`src/hw/rtl/bdsd_pkg.sv`:
```
// ----------------------------------------------------------------------------
// bdsd_pkg: shared types for the bounded deque search/delete unit
// Request and response transaction layouts, operation and status codes, and
// the per-cell control word.
// ----------------------------------------------------------------------------
package bdsd_pkg;

   typedef enum logic [1:0] {
      FN_INS_HEAD = 2'd0,
      FN_INS_TAIL = 2'd1,
      FN_DELETE   = 2'd2,
      FN_SEARCH   = 2'd3
   } func_type;

   typedef enum logic [1:0] {
      ST_OK      = 2'd0,
      ST_EMPTY   = 2'd1,
      ST_MISSING = 2'd2,
      ST_FULL    = 2'd3
   } status_type;

   localparam int VALUE_W = 32;
   localparam int POS_OUT_W = 4;
   localparam int CNT_OUT_W = 5;

   typedef struct packed {
      func_type                   func;
      logic signed [VALUE_W-1:0]  value;
   } req_type;

   typedef struct packed {
      status_type             status;
      logic                   found;
      logic [POS_OUT_W-1:0]   position;
      logic [CNT_OUT_W-1:0]   count;
   } rsp_type;

   // Control word sent to every cell of the chain.
   typedef struct packed {
      logic compare;     // register the match of this cell against the key
      logic in_use;      // cell holds a live entry
      logic load;        // take the key
      logic shift_up;    // take the entry of the lower-index neighbor
      logic shift_down;  // take the entry of the higher-index neighbor
   } cell_ctrl_type;

endpackage

```
`src/hw/rtl/bdsd_cell.sv`:
```
// ----------------------------------------------------------------------------
// bdsd_cell: one storage cell of the deque chain
// Holds one entry, compares it with the key and trades entries with its
// neighbors when the chain shifts.
// ----------------------------------------------------------------------------
module bdsd_cell
   import bdsd_pkg::*;
(
   input  logic                clock,
   input  logic                reset,
   input  cell_ctrl_type       ctrl,
   input  logic [VALUE_W-1:0]  key,
   input  logic [VALUE_W-1:0]  lower_data,
   input  logic [VALUE_W-1:0]  upper_data,
   output logic [VALUE_W-1:0]  data,
   output logic                hit
);

   logic [VALUE_W-1:0] data_ff;
   logic [VALUE_W-1:0] data_in;
   logic               hit_ff;
   logic               hit_in;

   always_comb begin
      data_in = data_ff;
      if (ctrl.load) begin
         data_in = key;
      end else if (ctrl.shift_up) begin
         data_in = lower_data;
      end else if (ctrl.shift_down) begin
         data_in = upper_data;
      end
   end

   // Hold the match flag until the next compare.
   assign hit_in = ctrl.compare ? (ctrl.in_use && (data_ff == key)) : hit_ff;

   always_ff @(posedge clock) begin
      data_ff <= data_in;
   end

   always_ff @(posedge clock) begin
      if (reset) begin
         hit_ff <= 1'b0;
      end else begin
         hit_ff <= hit_in;
      end
   end

   assign data = data_ff;
   assign hit  = hit_ff;

endmodule

```
`src/hw/rtl/bounded_deque_search_delete_unit.sv`:
```
// Each accepted transaction passes the compare state, where every cell registers
// its match, and the apply state, which registers the response and rsp_valid.
// A new transaction is taken only in idle, after the compare state and the apply
// state that each request walks through; busy covers both.
// Reset empties the store (count zero); entry contents are not cleared.
// The response strobe is not held: it lasts exactly one cycle.
// ----------------------------------------------------------------------------
// bounded_deque_search_delete_unit: ordered store with search and delete
// A chain of CAPACITY cells keeps entries in order from head (cell 0) to
// tail. Every request first compares all cells against the key in parallel,
// then picks the first match from the head and shifts the chain as needed.
// ----------------------------------------------------------------------------
module bounded_deque_search_delete_unit
   import bdsd_pkg::*;
#(
   parameter int CAPACITY = 16
)
(
   input  logic     clock,
   input  logic     reset,
   input  logic     start,
   output logic     busy,
   input  req_type  req_data,
   output logic     rsp_valid,
   output rsp_type  rsp_data
);

   localparam int CNT_W = $clog2(CAPACITY + 1);
   localparam int POS_W = (CAPACITY > 1) ? $clog2(CAPACITY) : 1;

   typedef enum logic [2:0] {
      S_IDLE  = 3'b001,
      S_CMP   = 3'b010,
      S_APPLY = 3'b100
   } state_type;

   state_type            state_ff;
   state_type            state_in;
   func_type             func_ff;
   logic [VALUE_W-1:0]   key_ff;
   logic [CNT_W-1:0]     occ_ff;
   logic [CNT_W-1:0]     occ_in;
   logic                 rsp_valid_ff;
   logic                 rsp_valid_in;
   rsp_type              rsp_ff;
   rsp_type              rsp_in;

   logic                 accept;
   logic [CAPACITY-1:0]  hit_vec;
   logic [CAPACITY-1:0]  hit_dec;
   logic [CAPACITY-1:0]  first_oh;
   logic [CAPACITY-1:0]  below_mask;
   logic                 any_hit;
   logic [POS_W-1:0]     first_pos;
   logic                 is_insert;
   logic                 full;
   logic                 do_head;
   logic                 do_tail;
   logic                 do_delete;
   logic [VALUE_W-1:0]   data_w [CAPACITY];
   cell_ctrl_type        ctrl_w [CAPACITY];

   assign accept = start && (state_ff == S_IDLE);
   assign busy   = (state_ff != S_IDLE);

   // Sequence each transaction through compare and apply.
   always_comb begin
      state_in = state_ff;
      unique case (state_ff)
         S_IDLE:  if (accept) state_in = S_CMP;
         S_CMP:   state_in = S_APPLY;
         S_APPLY: state_in = S_IDLE;
         default: state_in = S_IDLE;
      endcase
   end

   always_ff @(posedge clock) begin
      if (reset) begin
         state_ff     <= S_IDLE;
         occ_ff       <= '0;
         rsp_valid_ff <= 1'b0;
      end else begin
         state_ff     <= state_in;
         occ_ff       <= occ_in;
         rsp_valid_ff <= rsp_valid_in;
      end
   end

   // Capture the request; hold it while the chain works on it.
   always_ff @(posedge clock) begin
      if (accept) begin
         func_ff <= req_data.func;
         key_ff  <= req_data.value;
      end
      rsp_ff <= rsp_in;
   end

   // First match from the head: hit - 1 clears the lowest set bit and sets
   // every bit below it, so the bits below the first hit fall out directly.
   assign hit_dec    = hit_vec - CAPACITY'(1);
   assign below_mask = hit_dec & ~hit_vec;
   assign first_oh   = hit_vec & ~hit_dec;
   assign any_hit    = |hit_vec;

   always_comb begin
      first_pos = '0;
      for (int i = 0; i < CAPACITY; i++) begin
         if (first_oh[i]) begin
            first_pos = first_pos | POS_W'(i);
         end
      end
   end

   assign is_insert = (func_ff == FN_INS_HEAD) || (func_ff == FN_INS_TAIL);
   assign full      = (occ_ff == CNT_W'(CAPACITY));
   assign do_head   = (state_ff == S_APPLY) && (func_ff == FN_INS_HEAD) && !full;
   assign do_tail   = (state_ff == S_APPLY) && (func_ff == FN_INS_TAIL) && !full;
   assign do_delete = (state_ff == S_APPLY) && (func_ff == FN_DELETE) && any_hit;

   // Advance the count and build the response in the apply cycle.
   always_comb begin
      logic [31:0] pos_ext;
      logic [31:0] cnt_ext;
      occ_in       = occ_ff;
      rsp_valid_in = (state_ff == S_APPLY);
      if (do_head || do_tail) begin
         occ_in = occ_ff + CNT_W'(1);
      end else if (do_delete) begin
         occ_in = occ_ff - CNT_W'(1);
      end
      pos_ext = 32'(first_pos);
      cnt_ext = 32'(occ_in);
      rsp_in.found    = 1'b0;
      rsp_in.position = '0;
      rsp_in.count    = cnt_ext[CNT_OUT_W-1:0];
      if (is_insert) begin
         rsp_in.status = full ? ST_FULL : ST_OK;
      end else if (occ_ff == '0) begin
         rsp_in.status = ST_EMPTY;
      end else if (!any_hit) begin
         rsp_in.status = ST_MISSING;
      end else begin
         rsp_in.status   = ST_OK;
         rsp_in.found    = 1'b1;
         rsp_in.position = pos_ext[POS_OUT_W-1:0];
      end
   end

   // The cell chain: head in cell 0, each cell trades with its neighbors.
   for (genvar g = 0; g < CAPACITY; g++) begin : g_cell
      logic [VALUE_W-1:0] lower_w;
      logic [VALUE_W-1:0] upper_w;

      if (g == 0) begin : g_head
         assign lower_w = key_ff;
      end else begin : g_mid
         assign lower_w = data_w[g-1];
      end
      if (g == CAPACITY - 1) begin : g_tail
         assign upper_w = data_w[g];
      end else begin : g_up
         assign upper_w = data_w[g+1];
      end

      assign ctrl_w[g].compare    = (state_ff == S_CMP);
      assign ctrl_w[g].in_use     = (CNT_W'(g) < occ_ff);
      assign ctrl_w[g].load       = do_tail && (CNT_W'(g) == occ_ff);
      assign ctrl_w[g].shift_up   = do_head;
      assign ctrl_w[g].shift_down = do_delete && !below_mask[g];

      bdsd_cell u_cell (
         .clock      (clock),
         .reset      (reset),
         .ctrl       (ctrl_w[g]),
         .key        (key_ff),
         .lower_data (lower_w),
         .upper_data (upper_w),
         .data       (data_w[g]),
         .hit        (hit_vec[g])
      );
   end

   assign rsp_valid = rsp_valid_ff;
   assign rsp_data  = rsp_ff;

   // The strobe lands after the transaction has left the chain.
   a_rsp_idle: assert property (@(posedge clock) disable iff (reset)
      rsp_valid |-> !busy)
      else $error("response strobe while busy");

   a_rsp_pulse: assert property (@(posedge clock) disable iff (reset)
      rsp_valid |=> !rsp_valid)
      else $error("response strobe longer than one cycle");

   a_accept_busy: assert property (@(posedge clock) disable iff (reset)
      accept |=> busy)
      else $error("busy not raised after accepted transaction");

   a_occ_bound: assert property (@(posedge clock) disable iff (reset)
      occ_ff <= CNT_W'(CAPACITY))
      else $error("occupancy beyond capacity");

   a_found_ok: assert property (@(posedge clock) disable iff (reset)
      (rsp_valid && rsp_data.found) |-> (rsp_data.status == ST_OK))
      else $error("found flag without ok status");

endmodule

```
`config.mk`:
```
export PLATFORM = sky130hd
export DESIGN_NAME = bounded_deque_search_delete_unit
export DESIGN_NICKNAME = d
export VERILOG_FILES = /design/src/hw/rtl/bdsd_pkg.sv /design/src/hw/rtl/bdsd_cell.sv /design/src/hw/rtl/bounded_deque_search_delete_unit.sv
export SDC_FILE = /design/constraint.sdc
export NUM_CORES = 2
export LEC_CHECK = 0
export CAP_MARGIN = 30
export CORE_MARGIN = 4
export CORE_UTILIZATION = 59
export DETAILED_ROUTE_END_ITERATION = 8
export DONT_BUFFER_PORTS = 1
export PLACE_DENSITY_LB_ADDON = 0.2
export SKIP_LAST_GASP = 1
export SLEW_MARGIN = 15
export SYNTH_ARGS = -nofsm -noshare
export SYNTH_HDL_FRONTEND = slang
export SYNTH_HIERARCHICAL = 1
export SYNTH_SLANG_ARGS = --single-unit
export TNS_END_PERCENT = 50
```
`constraint.sdc`:
```
create_clock -name clock -period 3.55 [get_ports clock]
set_clock_uncertainty 0.15 [all_clocks]
set_input_delay 0.1775 -clock clock [delete_from_list [all_inputs] [get_ports clock]]
set_output_delay 0.1775 -clock clock [all_outputs]
set_load 0.05 [all_outputs]
```
==> metrics.md <==
| Metric | Value |
|---|---|
| Drt first pass iters | 9 |
| F_max | 0.3187 GHz |
| CP arrival | 3.31 ns |
| Buf+Inv Stages, Crit Path | 5 |
| Slew HR | 41.29% |
| Ys Warns | 6 |
| Post-Syn Area | 34590 sq um |
| Synthesis-to-finish area growth | 11.85% |
| Seq cells post-synth | 583 |
| FF+latch area | approximately 17000 sq um |
| Rows | 88 |
| Longest Clk Path Bufs | 3 |
| First-pass GRT wire length | 141800 um |
| Synthesized Nets | between 3000 and 4000 |
| DRC errors left | 0 |
| DP Worst Slack | roughly 0.45 ns |
| Post-layout min period | 3.138 ns |
| Clk root buf | clkbuf_16 |
| Worst slew pin tran | just under 0.9 ns |
| IO Pins | 51 |
| CTS tree | yes |
| P per Cell Area | 387.1 nW/um^2 |
| Placer Congestion | 0.8786 |
| Fin. Hold Viols | 0 |
| Total Routing Usage GR | between 20 and 30% |
| Leakage | 0.01086 uW |
| Crit path max fanout | 43 |
| Slowest cell delay on critical path | 0.55 ns |
| Largest net degree at the start of global routing | 66 |
| Count of input and output buffers | 0 |
| Post-CTS Repair Setup Buffers | 0 |
| Most common cell after layout, fill and taps aside | nand2_1 |
| Drt initial violations | 2949 |
| Vias per inst | 6.182 |
| Routed len/inst | 22.12 um |
| DIE WIDTH | ~250 um |
| CP most frequent cell | buf_12 |
| Initial antenna violation count | 1 |
| Clk pin slew, worst setup/hold paths | 0.06 ns |
| Final period util | 88.39% |
| Post-synth cell types | 49 |
| Critical Path Source Type | flip-flop |
| RSZ-0062 raised after global routing | no |
| Status | finished, final reports clean |
| DR vias | about 25000 |
| Req. time, crit path | roughly 3.7 ns |
| Die area | between 60000 and 70000 sq um |
| Fin Setup TNS | 0 ns |
| Share of post-route cells with drive strength above 1 | 7.104% |
| Commonest non-fill, non-tap cells in the layout | nand2_1, edfxtp_1, o21ai_0 |
| Synth async-reset ratio | 0% |
| CTS Buf Count | 67 |
| Max-Cap Viols | 0 |
| Antenna Nets Post-Route | 0 |
| Area of the multi-input gates | approximately 17000 sq um |
| Core footprint | 57920 sq um |
| CP Cell Sequence | inv_1, ha_1, a31oi_1, buf_4, nor2b_4, buf_12, buf_12, buf_12, mux2i_1, o21ai_0 |
| Via count of the first global-routing pass | 24490 |
| Ys flop type | edfxtp_1 |
| Post-synth EDFFs | ~550 |
| Final Setup Violations | 0 |
| Gr ovfl total | 0 |
| Die height | roughly 250 um |
| Syn Inst Count | approximately 3200 |
| Fill count | 4479 |
| WS Path Type | reg2reg |
| Slowest CP cell | dfxtp_1 |
| Worst min-delay path class | in2reg |
| CTS sink cnt | 583 |
| Slew Limit Fails | 0 |
| CP top delay family | buffers and inverters |
| Max VDD drop | roughly 0.36 mV |
| Nets | 3326 |
| H-tree Lvls | 3 |
| HPWL after DPL | about 64000 um |
| Final Worst Setup Slack | 0.4120 ns |
| Min Hold Slack | 0.04541 ns |
| Syn avg cell area | 10.67 sq um |
| Worst skew pair latency | 0.60 ns |
| Critical Path End Type | flip-flop |
| Initial Util | roughly three fifths |
| Post-Route WL | 90730 um |
| Sequential share of the synthesized area | 49.54% |
| Power, Total | 14980 uW |
==> state kept, by name, summed over array words and instances (netlist names) <==
register            flops
g_cell.u_cell/data    512
g_cell.lower_w         32
g_cell.u_cell/hit      16
rsp_data               12
occ_ff                  5
state_ff                3
func_ff                 2
rsp_valid               1
==> through the flow <==
stage	util, %	std cells	area [sq um]
floorplan	-	3241	34590
global placement	62.48	3940	36190
detailed placement	62.52	3941	36210
CTS	66.77	4100	38670
global route	66.80	4101	38690
finish	66.80	4102	38690
==> kinds of logic after synthesis <==
kind of cell / Yosys count / synth area share [%]
compound gates: 569 / 8.501
flops: 583 / 49.54
mux: 516 / 14.95
xor+xnor: 515 / 13.04
fa+ha+maj: 5 / 0.1809
simple gates: 856 / 11.00
buf+inv: 197 / 2.778
==> worst register-to-register path, delay by kind of cell (launching register included) <==
family,cells,cell delay [ns]
buffers and inverters,5,1.16
multiplexers,1,0.26
AO/OA/AOI/OAI,2,0.31
flip-flops,1,0.55
adder cells (fa/ha/maj),1,0.30
AND/OR/NAND/NOR,1,0.16
==> synthesized netlist by cell type, types with 16 or more instances <==
cell / number / area [sq um]
xor2_1: 145 / 1270
edfxtp_1: 546 / 16400
nand4_1: 97 / 606.8
buf_4: 48 / 360.4
buf_2: 33 / 165.2
clkbuf_1: 105 / 394.1
dfxtp_1: 37 / 740.7
xnor2_1: 370 / 3241
nor2_1: 52 / 195.2
nand3_1: 19 / 95.09
or3_1: 16 / 100.1
nand2_1: 564 / 2117
o21ai_0: 516 / 2582
o21ai_1: 16 / 80.08
nor4_1: 68 / 425.4
mux2i_1: 513 / 5135
==> where the power goes <==
part,leakage (uW),internal [uW],switching (uW)
logic,0.00463,329,523
registers,0.00522,7450,42.3
clock network,0.00101,3890,2740
total,0.0109,11700,3310
==> cell type report <==
type | count | area share, %
diodes | 1 | 0.006468
clock buffers | 92 | 4.822
clock inverters | 29 | 0.5369
inverters | 11 | 0.1067
multi-input cells | 2461 | 42.91
flip-flops and latches | 583 | 44.29
well taps | 765 | 2.474
repair buffers | 160 | 4.851
==> path summary, 6_finish.rpt <==
kind	startpoint	endpoint	slack [ns]	depth (start not counted)
setup / recovery	occ_ff[0]$_SDFF_PP0_	g_cell[11].u_cell/data[3]$_DFFE_PP_	0.41	10
hold / removal	req_data[8]	g_cell[0].lower_w[8]$_DFFE_PP_	0.05	1
setup reg to reg	occ_ff[0]$_SDFF_PP0_	g_cell[11].u_cell/data[3]$_DFFE_PP_	0.41	10
hold reg to reg	g_cell[11].u_cell/hit$_SDFFE_PP0P_	g_cell[11].u_cell/hit$_SDFFE_PP0P_	0.36	2
==> what timing repair did <==
action | in CTS | in global routing
hold buffers | 38 | 0
resized for setup | 0 | 0
hold endpoints to repair | 66 | 0
==> metal layers <==
layer,track usage [%],up-vias,part of all wire (%)
met5,0,-,0
met4,8.448,0,3.0
met3,4.704,148,7.7
met2,43.84,1063,45
met1,41.43,12360,44
li1,-,11790,-
No activity file was read; power rests on OpenSTA's default activity.
